`src/sv/cfdf_pkg.sv`:
```
// Shared types and constants for the chunked file deframer.
// Holds parse phases, result codes, the result record and register map.
// No dependencies.
package cfdf_pkg;

  localparam int BYTE_W = 8;
  localparam int WORD_W = 32;
  localparam int LEN_W  = 31;
  localparam int CODE_W = 3;

  // Header words, first byte in bits 7:0
  localparam logic [WORD_W-1:0] MAGIC_WORD      = 32'h4548_5045;  // "EPHE"
  localparam logic [WORD_W-1:0] JSON_WORD       = 32'h4E4F_534A;  // "JSON"
  localparam logic [WORD_W-1:0] DEFAULT_VERSION = 32'd2;

  // Bytes that must still follow before a field starts
  localparam int FIELD_BYTES     = 4;
  localparam int CHUNK_HDR_BYTES = 8;

  typedef enum logic [2:0] {
    PH_MAGIC,
    PH_VERSION,
    PH_TYPE,
    PH_LENGTH,
    PH_PAYLOAD,
    PH_TRAILER,
    PH_ERROR
  } phase_t;

  // Byte roles
  localparam logic [CODE_W-1:0] KIND_FILE_HDR  = 3'd0;
  localparam logic [CODE_W-1:0] KIND_CHUNK_HDR = 3'd1;
  localparam logic [CODE_W-1:0] KIND_PAYLOAD   = 3'd2;
  localparam logic [CODE_W-1:0] KIND_JSON      = 3'd3;
  localparam logic [CODE_W-1:0] KIND_TRAILER   = 3'd4;
  localparam logic [CODE_W-1:0] KIND_REJECTED  = 3'd5;

  // Error codes
  localparam logic [CODE_W-1:0] ERR_NONE        = 3'd0;
  localparam logic [CODE_W-1:0] ERR_MAGIC       = 3'd1;
  localparam logic [CODE_W-1:0] ERR_VERSION     = 3'd2;
  localparam logic [CODE_W-1:0] ERR_NEG_LENGTH  = 3'd3;
  localparam logic [CODE_W-1:0] ERR_SECOND_JSON = 3'd4;
  localparam logic [CODE_W-1:0] ERR_TRUNCATED   = 3'd5;

  // Register map: one 32-bit register every 4 bytes
  localparam int CFG_ADDR_W = 3;
  localparam int CFG_DATA_W = 32;
  localparam int REG_SEL_LSB = 2;
  localparam logic REG_FILE_LENGTH      = 1'b0;
  localparam logic REG_EXPECTED_VERSION = 1'b1;

  typedef struct packed {
    logic [CODE_W-1:0] kind;
    logic [BYTE_W-1:0] byte_value;
    logic [WORD_W-1:0] chunk_tag;
    logic [LEN_W-1:0]  chunk_size;
    logic [LEN_W-1:0]  payload_position;
    logic              chunk_announced;
    logic              last_of_chunk;
    logic              file_done;
    logic [CODE_W-1:0] error_code;
  } result_t;

endpackage

```
`src/sv/cfdf_cfg_regs.sv`:
```
// Configuration register file of the deframer: file length and expected version.
// APB-style write and read, pready tied high. Depends on cfdf_pkg.
module cfdf_cfg_regs import cfdf_pkg::*; (
  input  logic                  clk,
  input  logic                  rst,
  input  logic                  psel,
  input  logic                  penable,
  input  logic                  pwrite,
  input  logic [CFG_ADDR_W-1:0] paddr,
  input  logic [CFG_DATA_W-1:0] pwdata,
  output logic [CFG_DATA_W-1:0] prdata,
  output logic                  pready,
  output logic [LEN_W-1:0]      file_length,
  output logic [WORD_W-1:0]     expected_version
);

  logic reg_sel;
  logic wr_en;

  assign reg_sel = paddr[REG_SEL_LSB];
  assign wr_en   = psel && penable && pwrite;
  assign pready  = 1'b1;

  // Write the selected register on the access phase
  always_ff @(posedge clk) begin
    if (rst) begin
      file_length      <= '0;
      expected_version <= DEFAULT_VERSION;
    end else if (wr_en) begin
      case (reg_sel)
        REG_FILE_LENGTH:      file_length      <= pwdata[LEN_W-1:0];
        REG_EXPECTED_VERSION: expected_version <= pwdata[WORD_W-1:0];
        default: ;
      endcase
    end
  end

  // Read back
  always_comb begin
    case (reg_sel)
      REG_FILE_LENGTH:      prdata = {1'b0, file_length};
      REG_EXPECTED_VERSION: prdata = expected_version;
      default:              prdata = '0;
    endcase
  end

endmodule

```
`src/sv/cfdf_parser.sv`:
```
// Parse state machine of the deframer: classifies one file byte per step.
// Holds phase, field and payload counters, chunk tag and size, error latch.
// Depends on cfdf_pkg.
module cfdf_parser import cfdf_pkg::*; (
  input  logic              clk,
  input  logic              rst,
  input  logic              step,
  input  logic [BYTE_W-1:0] file_byte,
  input  logic [LEN_W-1:0]  file_length,
  input  logic [WORD_W-1:0] expected_version,
  output result_t           result
);

  phase_t              phase, phase_next;
  logic [1:0]          field_count, field_count_next;
  logic [WORD_W-1:0]   shift_word, shift_word_next;
  logic [WORD_W-1:0]   current_tag, current_tag_next;
  logic [LEN_W-1:0]    current_size, current_size_next;
  logic [LEN_W-1:0]    payload_count, payload_count_next;
  logic [LEN_W-1:0]    bytes_left, bytes_left_next;
  logic                json_seen, json_seen_next;
  logic [CODE_W-1:0]   latched_error, latched_error_next;

  phase_t              cur_phase;
  logic [1:0]          cur_count;
  logic                restart;
  logic                start;
  logic                empty_file;
  logic [LEN_W-1:0]    incl;
  logic [LEN_W-1:0]    rem;
  logic                rem_zero;
  logic [WORD_W-1:0]   word;
  logic                first_byte;
  logic                last_byte;
  logic                tag_is_json;
  logic [LEN_W-1:0]    count_inc;
  logic                payload_end;
  logic [CODE_W-1:0]   step_err;
  logic [CODE_W-1:0]   step_kind;
  logic                clean;
  logic                length_ok;
  logic                in_error;
  logic                fail;

  // Decode the byte against the current phase
  always_comb begin
    restart     = (phase != PH_MAGIC) && (bytes_left == '0);
    cur_phase   = restart ? PH_MAGIC : phase;
    cur_count   = restart ? 2'd0 : field_count;
    start       = (cur_phase == PH_MAGIC) && (cur_count == 2'd0);
    incl        = start ? file_length : bytes_left;
    empty_file  = start && (incl == '0);
    rem         = incl - LEN_W'(1);
    rem_zero    = (rem == '0);
    word        = {file_byte, shift_word[WORD_W-1:BYTE_W]};
    first_byte  = (cur_count == 2'd0);
    last_byte   = (cur_count == 2'd3);
    tag_is_json = (current_tag == JSON_WORD);
    count_inc   = payload_count + LEN_W'(1);
    payload_end = (count_inc >= current_size);
    step_err    = ERR_NONE;
    step_kind   = KIND_FILE_HDR;
    clean       = 1'b0;
    length_ok   = 1'b0;
    case (cur_phase)
      PH_MAGIC: begin
        if (first_byte && (incl < LEN_W'(FIELD_BYTES))) begin
          step_err = ERR_TRUNCATED;
        end else if (last_byte && (word != MAGIC_WORD)) begin
          step_err = ERR_MAGIC;
        end
      end
      PH_VERSION: begin
        if (first_byte && (incl < LEN_W'(FIELD_BYTES))) begin
          step_err = ERR_TRUNCATED;
        end else if (last_byte) begin
          if (word != expected_version) step_err = ERR_VERSION;
          else clean = rem_zero;
        end
      end
      PH_TYPE: begin
        step_kind = KIND_CHUNK_HDR;
        if (first_byte && (incl < LEN_W'(CHUNK_HDR_BYTES))) step_err = ERR_TRUNCATED;
      end
      PH_LENGTH: begin
        step_kind = KIND_CHUNK_HDR;
        if (last_byte) begin
          if (word[WORD_W-1]) step_err = ERR_NEG_LENGTH;
          else if (rem < word[LEN_W-1:0]) step_err = ERR_TRUNCATED;
          else if (tag_is_json && json_seen) step_err = ERR_SECOND_JSON;
          else length_ok = 1'b1;
        end
      end
      PH_PAYLOAD: begin
        step_kind = tag_is_json ? KIND_JSON : KIND_PAYLOAD;
      end
      PH_TRAILER: begin
        step_kind = KIND_TRAILER;
        if (first_byte && (incl < LEN_W'(FIELD_BYTES))) step_err = ERR_TRUNCATED;
        else if (last_byte) clean = rem_zero;
      end
      default: begin
        step_kind = KIND_REJECTED;
        step_err  = latched_error;
      end
    endcase
    in_error = (cur_phase == PH_ERROR);
    fail     = (step_err != ERR_NONE) && !in_error;
  end

  // Next phase and field counter
  always_comb begin
    phase_next       = cur_phase;
    field_count_next = cur_count;
    if (empty_file) begin
      phase_next       = PH_MAGIC;
      field_count_next = 2'd0;
    end else if (in_error || fail) begin
      phase_next       = rem_zero ? PH_MAGIC : PH_ERROR;
      field_count_next = 2'd0;
    end else if (rem_zero) begin
      phase_next       = PH_MAGIC;
      field_count_next = 2'd0;
    end else begin
      field_count_next = (cur_phase == PH_PAYLOAD) ? 2'd0 : cur_count + 2'd1;
      case (cur_phase)
        PH_MAGIC:   if (last_byte) phase_next = PH_VERSION;
        PH_VERSION: if (last_byte) phase_next = PH_TYPE;
        PH_TYPE:    if (last_byte) phase_next = PH_LENGTH;
        PH_LENGTH: begin
          if (last_byte) phase_next = (word != '0) ? PH_PAYLOAD : PH_TRAILER;
        end
        PH_PAYLOAD: if (payload_end) phase_next = PH_TRAILER;
        PH_TRAILER: if (last_byte) phase_next = PH_TYPE;
        default:    phase_next = cur_phase;
      endcase
    end
  end

  // Chunk bookkeeping and the result record
  always_comb begin
    shift_word_next    = shift_word;
    current_tag_next   = current_tag;
    current_size_next  = current_size;
    payload_count_next = payload_count;
    json_seen_next     = json_seen;
    latched_error_next = latched_error;
    bytes_left_next    = empty_file ? '0 : rem;
    result             = '0;
    result.byte_value  = file_byte;
    if (start) begin
      current_tag_next   = '0;
      current_size_next  = '0;
      json_seen_next     = 1'b0;
      latched_error_next = ERR_NONE;
    end
    if (empty_file) begin
      result.kind       = KIND_REJECTED;
      result.error_code = ERR_TRUNCATED;
    end else if (in_error) begin
      result.kind       = KIND_REJECTED;
      result.error_code = latched_error;
    end else if (fail) begin
      result.kind        = KIND_REJECTED;
      result.error_code  = step_err;
      latched_error_next = step_err;
    end else begin
      shift_word_next = word;
      case (cur_phase)
        PH_TYPE: begin
          if (first_byte) begin
            current_tag_next  = '0;
            current_size_next = '0;
          end else if (last_byte) begin
            current_tag_next = word;
          end
        end
        PH_LENGTH: begin
          if (length_ok) begin
            current_size_next  = word[LEN_W-1:0];
            payload_count_next = '0;
            if (tag_is_json) json_seen_next = 1'b1;
          end
        end
        PH_PAYLOAD: payload_count_next = count_inc;
        default: ;
      endcase
      result.kind            = step_kind;
      result.chunk_tag       = current_tag_next;
      result.chunk_size      = current_size_next;
      result.payload_position = (cur_phase == PH_PAYLOAD) ? payload_count : '0;
      result.chunk_announced = length_ok;
      result.last_of_chunk   = (cur_phase == PH_PAYLOAD) && payload_end;
      // File ran out: clean finish or truncation
      if (rem_zero) begin
        if (clean) begin
          result.file_done = 1'b1;
        end else begin
          result.error_code  = ERR_TRUNCATED;
          latched_error_next = ERR_TRUNCATED;
        end
      end
    end
  end

  // Advance parse state on each stepped byte
  always_ff @(posedge clk) begin
    if (rst) begin
      phase         <= PH_MAGIC;
      field_count   <= 2'd0;
      current_tag   <= '0;
      current_size  <= '0;
      payload_count <= '0;
      bytes_left    <= '0;
      json_seen     <= 1'b0;
      latched_error <= ERR_NONE;
    end else if (step) begin
      phase         <= phase_next;
      field_count   <= field_count_next;
      current_tag   <= current_tag_next;
      current_size  <= current_size_next;
      payload_count <= payload_count_next;
      bytes_left    <= bytes_left_next;
      json_seen     <= json_seen_next;
      latched_error <= latched_error_next;
    end
  end

  // Byte shifter for multi-byte fields
  always_ff @(posedge clk) begin
    if (step) begin
      shift_word <= shift_word_next;
    end
  end

  a_count_zero_outside_fields: assert property (@(posedge clk) disable iff (rst)
    (phase == PH_PAYLOAD || phase == PH_ERROR) |-> field_count == 2'd0)
    else $error("field counter left nonzero outside a header field");

  a_error_latched: assert property (@(posedge clk) disable iff (rst)
    (phase == PH_ERROR) |-> latched_error != ERR_NONE)
    else $error("error phase without a latched error code");

  a_bytes_left_in_file: assert property (@(posedge clk) disable iff (rst)
    (phase != PH_MAGIC) |-> bytes_left != '0)
    else $error("parse phase active with no file bytes left");

  a_done_is_clean: assert property (@(posedge clk) disable iff (rst)
    (step && result.file_done) |->
      (result.error_code == ERR_NONE && result.kind == KIND_TRAILER) ||
      (result.error_code == ERR_NONE && result.kind == KIND_FILE_HDR))
    else $error("file done flagged on a byte that is not a clean last field byte");

endmodule

```
`src/sv/chunk_file_deframer_unit.sv`:
```
// Chunked file deframer, top level.
// A byte moves from the input register through the parser into the result register.
// Throughput: one byte per cycle while result_stall is low; the registers decouple both sides.
// Reset (rst, synchronous) empties both registers, clears the parse state and loads defaults.
// No memory, so no clearing pass: bytes are taken right after reset.
module chunk_file_deframer_unit import cfdf_pkg::*; (
  input  logic                  clk,
  input  logic                  rst,
  // byte channel
  input  logic                  byte_valid,
  output logic                  byte_stall,
  input  logic [BYTE_W-1:0]     file_byte,
  // result channel
  output logic                  result_valid,
  input  logic                  result_stall,
  output logic [CODE_W-1:0]     kind,
  output logic [BYTE_W-1:0]     byte_value,
  output logic [WORD_W-1:0]     chunk_tag,
  output logic [LEN_W-1:0]      chunk_size,
  output logic [LEN_W-1:0]      payload_position,
  output logic                  chunk_announced,
  output logic                  last_of_chunk,
  output logic                  file_done,
  output logic [CODE_W-1:0]     error_code,
  // configuration
  input  logic                  psel,
  input  logic                  penable,
  input  logic                  pwrite,
  input  logic [CFG_ADDR_W-1:0] paddr,
  input  logic [CFG_DATA_W-1:0] pwdata,
  output logic [CFG_DATA_W-1:0] prdata,
  output logic                  pready
);

  logic [LEN_W-1:0]  file_length;
  logic [WORD_W-1:0] expected_version;

  logic              in_valid;
  logic [BYTE_W-1:0] in_byte;
  logic              advance;
  result_t           step_result;
  result_t           result_reg;

  cfdf_cfg_regs u_cfg (
    .clk              (clk),
    .rst              (rst),
    .psel             (psel),
    .penable          (penable),
    .pwrite           (pwrite),
    .paddr            (paddr),
    .pwdata           (pwdata),
    .prdata           (prdata),
    .pready           (pready),
    .file_length      (file_length),
    .expected_version (expected_version)
  );

  cfdf_parser u_parser (
    .clk              (clk),
    .rst              (rst),
    .step             (advance),
    .file_byte        (in_byte),
    .file_length      (file_length),
    .expected_version (expected_version),
    .result           (step_result)
  );

  // Move the held byte into the result register when that slot frees up
  assign advance    = in_valid && (!result_valid || !result_stall);
  assign byte_stall = in_valid && result_valid && result_stall;

  // Input register
  always_ff @(posedge clk) begin
    if (rst) begin
      in_valid <= 1'b0;
    end else if (!byte_stall) begin
      in_valid <= byte_valid;
    end
  end

  always_ff @(posedge clk) begin
    if (byte_valid && !byte_stall) begin
      in_byte <= file_byte;
    end
  end

  // Result register: load on advance, drop once taken
  always_ff @(posedge clk) begin
    if (rst) begin
      result_valid <= 1'b0;
    end else if (advance) begin
      result_valid <= 1'b1;
    end else if (!result_stall) begin
      result_valid <= 1'b0;
    end
  end

  always_ff @(posedge clk) begin
    if (advance) begin
      result_reg <= step_result;
    end
  end

  assign kind             = result_reg.kind;
  assign byte_value       = result_reg.byte_value;
  assign chunk_tag        = result_reg.chunk_tag;
  assign chunk_size       = result_reg.chunk_size;
  assign payload_position = result_reg.payload_position;
  assign chunk_announced  = result_reg.chunk_announced;
  assign last_of_chunk    = result_reg.last_of_chunk;
  assign file_done        = result_reg.file_done;
  assign error_code       = result_reg.error_code;

endmodule

```
`config.mk`:
```
export PLATFORM = sky130hd
export DESIGN_NAME = chunk_file_deframer_unit
export DESIGN_NICKNAME = d
export VERILOG_FILES = /design/src/sv/cfdf_pkg.sv /design/src/sv/cfdf_cfg_regs.sv /design/src/sv/cfdf_parser.sv /design/src/sv/chunk_file_deframer_unit.sv
export SDC_FILE = /design/constraint.sdc
export NUM_CORES = 1
export LEC_CHECK = 0
export BUFFER_PORTS_ARGS = -buffer_cell sky130_fd_sc_hd__clkbuf_2
export CAP_MARGIN = 20
export CORE_ASPECT_RATIO = 1.2
export CORE_MARGIN = 5
export CORE_UTILIZATION = 50
export DETAILED_ROUTE_END_ITERATION = 7
export PLACE_DENSITY = 0.77
export SYNTH_ARGS = -nofsm -noshare
export SYNTH_HDL_FRONTEND = slang
export SYNTH_HIERARCHICAL = 1
export SYNTH_SLANG_ARGS = --single-unit
```
`constraint.sdc`:
```
create_clock -name clk -period 17.5 [get_ports clk]
set_input_delay 1.75 -clock clk [delete_from_list [all_inputs] [get_ports clk]]
set_output_delay 1.75 -clock clk [all_outputs]
set_load 0.02 [all_outputs]
```
==> impl.org, run 1 <==
** Final layout
- Final Net Count :: 2161
- Number of antenna cells inserted :: 0
- Proportion of layout cells with a drive suffix above 1 :: 16.91%
- Number of filler instances in the final layout :: 3177
- Area Growth Syn to Fin :: 12.86%

** Status
- Status :: complete, no violations

** Synth
- Synthesis produced a netlist whose cell count is 1928.
- After synthesis the cells add up to 18540 um2.
- In this run, distinct cell masters in the synthesized netlist total 81.
- Count of flip-flops with a built-in enable after synthesis :: 143
- Of the synthesized area, sequential elements account for 44.65%.
- Net count after synthesis :: 2044
- Sorting the synthesized cells by area gives the leading types as sky130_fd_sc_hd__edfxtp_1, sky130_fd_sc_hd__dfxtp_1, sky130_fd_sc_hd__mux2i_1.
- Post-Synthesis Mean Instance Area :: 9.616 um2
- The most used flip-flop cell after synthesis is sky130_fd_sc_hd__dfxtp_1.
- sky130_fd_sc_hd__edfxtp_1 takes more of the synthesized area than any other cell.
- Async set-reset flop share out of synthesis :: 0%
- In this run the biggest area consumer among cell types represents 23.16% of the synthesized area.
- During synthesis, Yosys emitted a total of 6 warnings.
- The synthesized design contains 342 register bits.

** Power and ir drop
- VDD IR max :: 0.1603 mV
- The design draws 3519 uW.
- Power density relative to cell area :: 168.2 nW/um2
- Summed over all cells, the static leakage comes to 0.008372 uW.

** Detailed routing
- The detail route stage leaves a number of antenna-violating nets equal to 0.
- Initial DRT Pass Iterations :: 6
- Dividing the detail-routed via count by the number of cells gives 6.095.
- After detailed routing, the average wire length per cell comes to 21.80 um.
- In this run, the number of DRC markers left after iteration 0 of detailed routing was 1749.
- Final Routed Wirelength :: 55.47 mm
- Total vias in the final route :: 15506
- After detailed routing, the number of remaining DRC violations is 0.

** Floorplanning
- The core region is 36800 um2.
- Cell Rows :: 77
- Once the floorplan was initialized, standard cells occupied 50.37% of the core.
- Measured along the x axis, the die boundary spans 185.8 um.
- Die extent in y :: 220.9 um
- The die covers 41050 um2.
- Ports :: 196

** Placed design
- Estimated wirelength of the detail-placed design :: 39.48 mm
- Before CTS, the worst setup slack after placement is 6630 ps.
- Port Buffer Count :: 192
- At the end of routability-driven placement, the weighted congestion stood at 1.021.

** Setup path
- For the worst setup path, the data arrival time is 11400 ps.
- For the worst setup path, the data required time is 17900 ps.
- Crit Path Category :: reg -> reg
- The most numerous cell type found on the critical path is sky130_fd_sc_hd__buf_4.
- Sort of element at the start of the critical path :: flip-flop
- Maximum fanout along the worst path :: 71
- STA classifies the critical path endpoint as a flip-flop.
- Among all stages on the critical path, the largest delay is contributed by sky130_fd_sc_hd__or4_1.
- On the worst path, the slowest cell contributes a delay of 760 ps.

** Clock tree
- Number of setup buffers added after CTS :: 0
- Number of gates given a new drive strength after cts :: 0
- The later pin in the worst-skew pair is clocked with a latency of 530 ps.
- Total clock buffers created by CTS :: 34
- The cell sitting at the root of the clock tree is a sky130_fd_sc_hd__clkbuf_16.
- TritonCTS clock tree :: built
- Buffers inserted to repair hold after CTS numbered 0.
- After clock tree synthesis, the clock-pin slew on the worst setup and hold paths is 70 ps.
- The clock passes through at most 3 buffers.
- The H-tree generated during clock tree synthesis spans 2 levels.
- # clock sinks :: 342

** Timing
- Fin. max-slew vios :: 0
- Across all setup checks in the final design, the least slack found is 6505 ps.
- Highest clock rate :: 90.95 MHz
- Headroom to the max-slew limit came out at 29.19%.
- The final hold violation count is 0.
- The worst path in the final design needs a cycle of 11000 ps, including I/O delays and setup.
- Unrepaired setup endpoints after global routing :: false
- Worst slew pin tran :: 1058 ps
- Final count of negative-setup-slack endpoints :: 0
- In the finished design, the share of the clock period the worst path needs comes to 62.83%.
- The clock arrives with 24.59 ps of skew.
- Accumulated negative setup slack :: 0 ps
- Smallest hold slack :: 469.5 ps

** GRT
- Global routing finished with a remaining overflow of 0.
- Global routing used 25.78% of the available tracks.
- Number of antenna violations at the first check in global routing :: 0
- Vias in the first global route :: 14734
- Entering global routing, the biggest net connects 87 pins.
- The first global-routing pass estimated 84.62 mm of wire.

** Hold path
- The path class of the tightest hold or removal check is reg -> reg.

** Run
- Max-cap violations in this run came to 0.
power breakdown:
part | internal, uW | switching [uW] | leakage, uW
logic | 590 | 1170 | 0.00488
clock network | 413 | 322 | 0.000531
registers | 910 | 109 | 0.00296
per-stage QoR:
stage	area, um2	utilization, %	std cells
6_report	20920	56.85	2544
5_1_grt	20920	56.85	2544
4_1_cts	20840	56.62	2540
3_5_place_dp	19730	53.61	2479
3_3_place_gp	19730	53.61	2479
2_1_floorplan	18540	-	1928
worst paths after layout:
path | start | end | slack [ps] | cells past startpoint
worst max-delay path | u_parser/bytes_left[20]$_SDFFE_PP0P_ | u_parser/current_size[25]$_SDFFE_PP0P_ | 6500 | 29
worst min-delay path | u_parser/field_count[1]$_SDFFE_PP0P_ | u_parser/field_count[1]$_SDFFE_PP0P_ | 470 | 2
worst max register to register | u_parser/bytes_left[20]$_SDFFE_PP0P_ | u_parser/current_size[25]$_SDFFE_PP0P_ | 6500 | 29
worst min register to register | u_parser/field_count[1]$_SDFFE_PP0P_ | u_parser/field_count[1]$_SDFFE_PP0P_ | 470 | 2
kinds of logic (layout without fill, tap and decap cells):
| logic type | after synthesis | in the layout | share of synthesized area, % |
|---|---|---|---|
| AND/OR/NAND/NOR | 698 | 698 | 19.97 |
| buffers and inverters | 230 | 372 | 5.170 |
| adder cells (fa/ha/maj) | 66 | 66 | 4.454 |
| flip-flops | 342 | 342 | 44.65 |
| multiplexers | 130 | 130 | 7.262 |
| other | 1 | 1 | 0.02023 |
| AO/OA/AOI/OAI | 369 | 369 | 14.13 |
| XOR/XNOR | 92 | 92 | 4.346 |
registers in the layout, summed over array words and instances, names as in the netlist, 31 cells and up:
name                    cells
chunk_size                 31
chunk_tag                  32
payload_position           31
u_cfg/expected_version     32
u_cfg/file_length          31
u_parser/bytes_left        31
u_parser/current_size      31
u_parser/current_tag       32
u_parser/payload_count     31
cell usage in the layout (no fill, tap or decap), types with 29 or more instances in the layout:
cell type and instances:
sky130_fd_sc_hd__buf_4 35, sky130_fd_sc_hd__o21ai_0 50, sky130_fd_sc_hd__nand2b_1 133, sky130_fd_sc_hd__nand2_1 95
sky130_fd_sc_hd__nor2_1 196, sky130_fd_sc_hd__and2_1 32, sky130_fd_sc_hd__dfxtp_1 199, sky130_fd_sc_hd__a22oi_1 88
sky130_fd_sc_hd__mux2i_1 94, sky130_fd_sc_hd__a22o_1 32, sky130_fd_sc_hd__edfxtp_1 143, sky130_fd_sc_hd__a21oi_1 77
sky130_fd_sc_hd__clkbuf_2 191, sky130_fd_sc_hd__o2bb2ai_1 33, sky130_fd_sc_hd__inv_1 79, sky130_fd_sc_hd__nor3_1 36
sky130_fd_sc_hd__xnor2_1 71, sky130_fd_sc_hd__ha_1 66, sky130_fd_sc_hd__nor4_1 29, sky130_fd_sc_hd__mux2_2 36
sky130_fd_sc_hd__nand4_1 40, sky130_fd_sc_hd__clkbuf_16 35
per-layer routing:
layer  share of wire (%)  track usage (%)  vias to the layer above
met3                 8.0            2.907                      152
met4                 5.0            11.38                        0
met2                  46            41.61                      780
met5                   0                0                        -
met1                  41            34.90                     7378
li1                    -                -                     7196
cell type report:
type | count | area, um2 | area share (%)
sequential | 342 | 8278 | 39.56
clock inverter | 20 | 180.2 | 0.8611
inverter | 81 | 304.0 | 1.453
multi-input combinational | 1356 | 9336 | 44.62
timing repair buffer | 230 | 1304 | 6.231
tap | 474 | 593.1 | 2.834
clock buffer | 41 | 928.4 | 4.437
critical path, delay by kind of cell (launching register included):
family	cells	cell delay (ps)
DFF	1	380
muxes	1	370
AOI/OAI and AO/OA	10	3230
and+or+nand+nor	10	4090
buffers and inverters	5	1830
adders and majority gates	3	910
cell usage after synthesis, types with 27 or more instances:
cell                        number
sky130_fd_sc_hd__nor2_1        197
sky130_fd_sc_hd__dfxtp_1       199
sky130_fd_sc_hd__nor3_1         36
sky130_fd_sc_hd__xnor2_1        71
sky130_fd_sc_hd__and2_1         32
sky130_fd_sc_hd__nand2b_1      133
sky130_fd_sc_hd__edfxtp_1      143
sky130_fd_sc_hd__a22oi_1        88
sky130_fd_sc_hd__clkbuf_1      112
sky130_fd_sc_hd__mux2i_1        94
sky130_fd_sc_hd__mux2_2         36
sky130_fd_sc_hd__ha_1           66
sky130_fd_sc_hd__o2bb2ai_1      33
sky130_fd_sc_hd__nand4_1        40
sky130_fd_sc_hd__nor4_1         30
sky130_fd_sc_hd__a21oi_1        77
sky130_fd_sc_hd__nand2_1        95
sky130_fd_sc_hd__nand3_1        27
sky130_fd_sc_hd__inv_1          79
sky130_fd_sc_hd__o21ai_0        50
sky130_fd_sc_hd__a22o_1         32
No activity file was read; power rests on OpenSTA's default activity.
==> run 2: changes to the inputs <==
- clock period: 17.5 -> 11.2 ns (I/O delays scaled with it)
==> run 2 against run 1 <==
Net effect:
- sequential share of layout area grew 0.23 points
- setup slack lost 5400 ps
- sequential power grew 58%
- clock-buffer cell count shrank 1
- largest cell class unchanged
- final area shrank 0.58%
- worst hold slack gained 7.3 ps
==> impl.org, run 2 (synthesis gave the netlist of run 1 again) <==
** Final layout
- Compared with the post-synthesis result, the final layout area differs by 12.21%.
- After filler insertion, the fill cell instance count of the layout stands at 3164.
- Leading cell type in the layout, fill and taps excluded :: sky130_fd_sc_hd__dfxtp_1
- Proportion of layout cells with a drive suffix above 1 :: 16.57%
- Footprint of the flip-flops and latches :: 8278 um2
- Number of antenna cells inserted :: 0
- After the last flow step, the layout net total stands at 2155.
- In the final layout, the multi-input gates occupy 9336 um2.
- Most used cells in the layout excluding fill and tap cells :: sky130_fd_sc_hd__dfxtp_1, sky130_fd_sc_hd__nor2_1, sky130_fd_sc_hd__clkbuf_2

** Power and ir drop
- The internal power of the cells totals 2954 uW.
- Clk pwr share :: 20.7%
- Power density relative to cell area :: 260.2 nW/um2
- IR analysis of the VDD net gives a maximum drop of 0.1934 mV.
- Leakage power figure :: 0.008316 uW
- Switching share of power :: 45.41%
- Relative contribution of combinational cells to total power :: 49.5%
- Sequential cells account for 29.8% of the total power.
- The completed layout was analyzed and its total power is 5412 uW.
- Summed over all nets, the switching power comes to 2458 uW.

** Clock tree
- The clock passes through at most 3 buffers.
- Clock transition at path regs :: 70 ps
- In this run the number of H-tree levels came out at 2.
- Hold repair after CTS inserted 0 buffers.
- TritonCTS built the clock tree.
- CTS placed an instance of sky130_fd_sc_hd__clkbuf_16 at the clock tree root.
- Clock latency on the worst-skew pair, taken at its later pin, is 520 ps.
- TritonCTS created 35 clock buffers.
- The number of gates resized after CTS was 0.
- Counting every sink on the clock net gives 342.
- Number of setup buffers added after CTS :: 0

** Setup path
- Worst EP required :: 11600 ps
- Crit Path Category :: reg -> reg
- Along the worst path, the maximum fanout reaches 31.
- Sort of element at the start of the critical path :: flip-flop
- Max stage delay on crit path :: 640 ps
- Cell family contributing the most delay on the critical path :: simple AND/OR/NAND/NOR gates
- Buffering stage count on the worst path with inverters included :: 3
- Worst Setup End Kind :: flip-flop
- Among all stages on the critical path, the largest delay is contributed by sky130_fd_sc_hd__or4_1.
- At the worst endpoint, the arrival time is 10520 ps.

** Detailed routing
- Final Routed Wirelength :: 54.98 mm
- Post-route DRC violation count :: 0
- Number of nets with antenna violations after routing :: 0
- Initial DRT Pass Iterations :: 6
- Routed length per placed instance :: 21.66 um
- After the first detailed-routing iteration, the DRC count stood at 1854.
- Routed vias/inst :: 6.096
- The detailed router placed 15471 vias in this run.

** Timing
- Clock skew on the completed layout was measured at 22.78 ps.
- Final count of negative-setup-slack endpoints :: 0
- Final hold vios :: 0
- Worst slew pin tran :: 994.5 ps
- Headroom to the max-slew limit came out at 33.19%.
- Crit path time final :: 10110 ps
- Derived from the worst setup path, the maximum achievable clock frequency is 98.87 MHz.
- Fin. max-slew vios :: 0
- For the final routed database, the setup TNS stands at 0 ps.
- Fin crit share :: 90.30%
- Setup repair after global routing left no endpoint under its margin.

** GRT
- Global-route layer with the greatest usage :: met2
- GRT met2 Usage :: 42.48%
- For this run the aggregate overflow at the end of global routing stands at 0.
- Combined global-route utilization of all metal layers :: 25.98%
- Met1 track utilization from global routing :: 34.66%
- The first global-routing pass estimated 85.19 mm of wire.
- Global routing used 3.384% of the available met3 tracks.
- Pin count of the biggest net entering global routing :: 90
- Vias in the first global route :: 14756
- The number of antenna violations at the first check in global routing came to 1.

** Floorplanning
- Ports :: 196
- Floorplan Core Area :: 36800 um2
- Initial Utilization :: 50.37%
- Die outline area :: 41050 um2
- Measured along the x axis, the die boundary spans 185.8 um.
- Cell Rows :: 77
- Die extent in y :: 220.9 um

** Run
- Across the run, the number of max-cap violations was 0.

** Hold path
- The tightest min-delay check is of the reg -> reg type.

** Placed design
- Input and output buffers added on the ports amount to 192.
- Routability-driven placement finished with a final weighted congestion of 0.9536.
- Summed over all nets, the half-perimeter wirelength after detailed placement is 39.68 mm.

** Status
- The run finished with clean final reports.
[run 2: layout make-up]
cell class / count / share of cell area, %
timing repair buffer: 223 / 5.810
inverter: 81 / 1.462
clock buffer: 40 / 4.349
tap: 474 / 2.851
multi-input combinational: 1356 / 44.88
sequential: 342 / 39.79
clock inverter: 22 / 0.8541
[run 2: final timing paths]
kind | start | slack (ps) | end | depth (start not counted)
worst min register to register | u_parser/field_count[1]$_SDFFE_PP0P_ | 480 | u_parser/field_count[1]$_SDFFE_PP0P_ | 2
worst max register to register | u_parser/bytes_left[15]$_SDFFE_PP0P_ | 1090 | u_parser/current_size[5]$_SDFFE_PP0P_ | 27
worst max-delay path | u_parser/bytes_left[15]$_SDFFE_PP0P_ | 1090 | u_parser/current_size[5]$_SDFFE_PP0P_ | 27
worst min-delay path | u_parser/field_count[1]$_SDFFE_PP0P_ | 480 | u_parser/field_count[1]$_SDFFE_PP0P_ | 2
[run 2: metrics by stage]
stage	utilization (%)	instances	instance area, um2	hold WS [ps]	setup slack, ps
2_1_floorplan	-	1928	18540	418.7	774.1
3_3_place_gp	53.53	2475	19700	432.4	1438
3_5_place_dp	53.53	2475	19700	461.9	1252
4_1_cts	56.47	2537	20780	476.4	1208
5_1_grt	56.52	2538	20800	497.6	651.3
6_report	56.52	2538	20800	476.8	1086
[run 2: worst register-to-register path, delay by kind of cell (launching register included)]
kind	cells	cell delay [ps]
AND/OR/NAND/NOR	10	4420
AO/OA/AOI/OAI	10	3130
multiplexers	1	290
flip-flops	1	350
buffers and inverters	3	890
adder cells (fa/ha/maj)	3	900
[run 2: power groups by stage]
stage	Sequential, uW	Combinational, uW	Clock, uW
detailed placement	1630	2600	0
finish	1610	2680	1120
floorplan	1540	1950	0
CTS	1610	2620	1140
global route	1620	2910	1190
global placement	1630	2570	0
[run 2: routing by layer]
layer  vias up  part of all wire, %  routed length, um
met5         -                    0                  0
met1      7404                   40              22200
met3       135                  7.1               3880
li1       7162                    -                  -
met2       770                   48              26410
met4         0                  4.5               2489
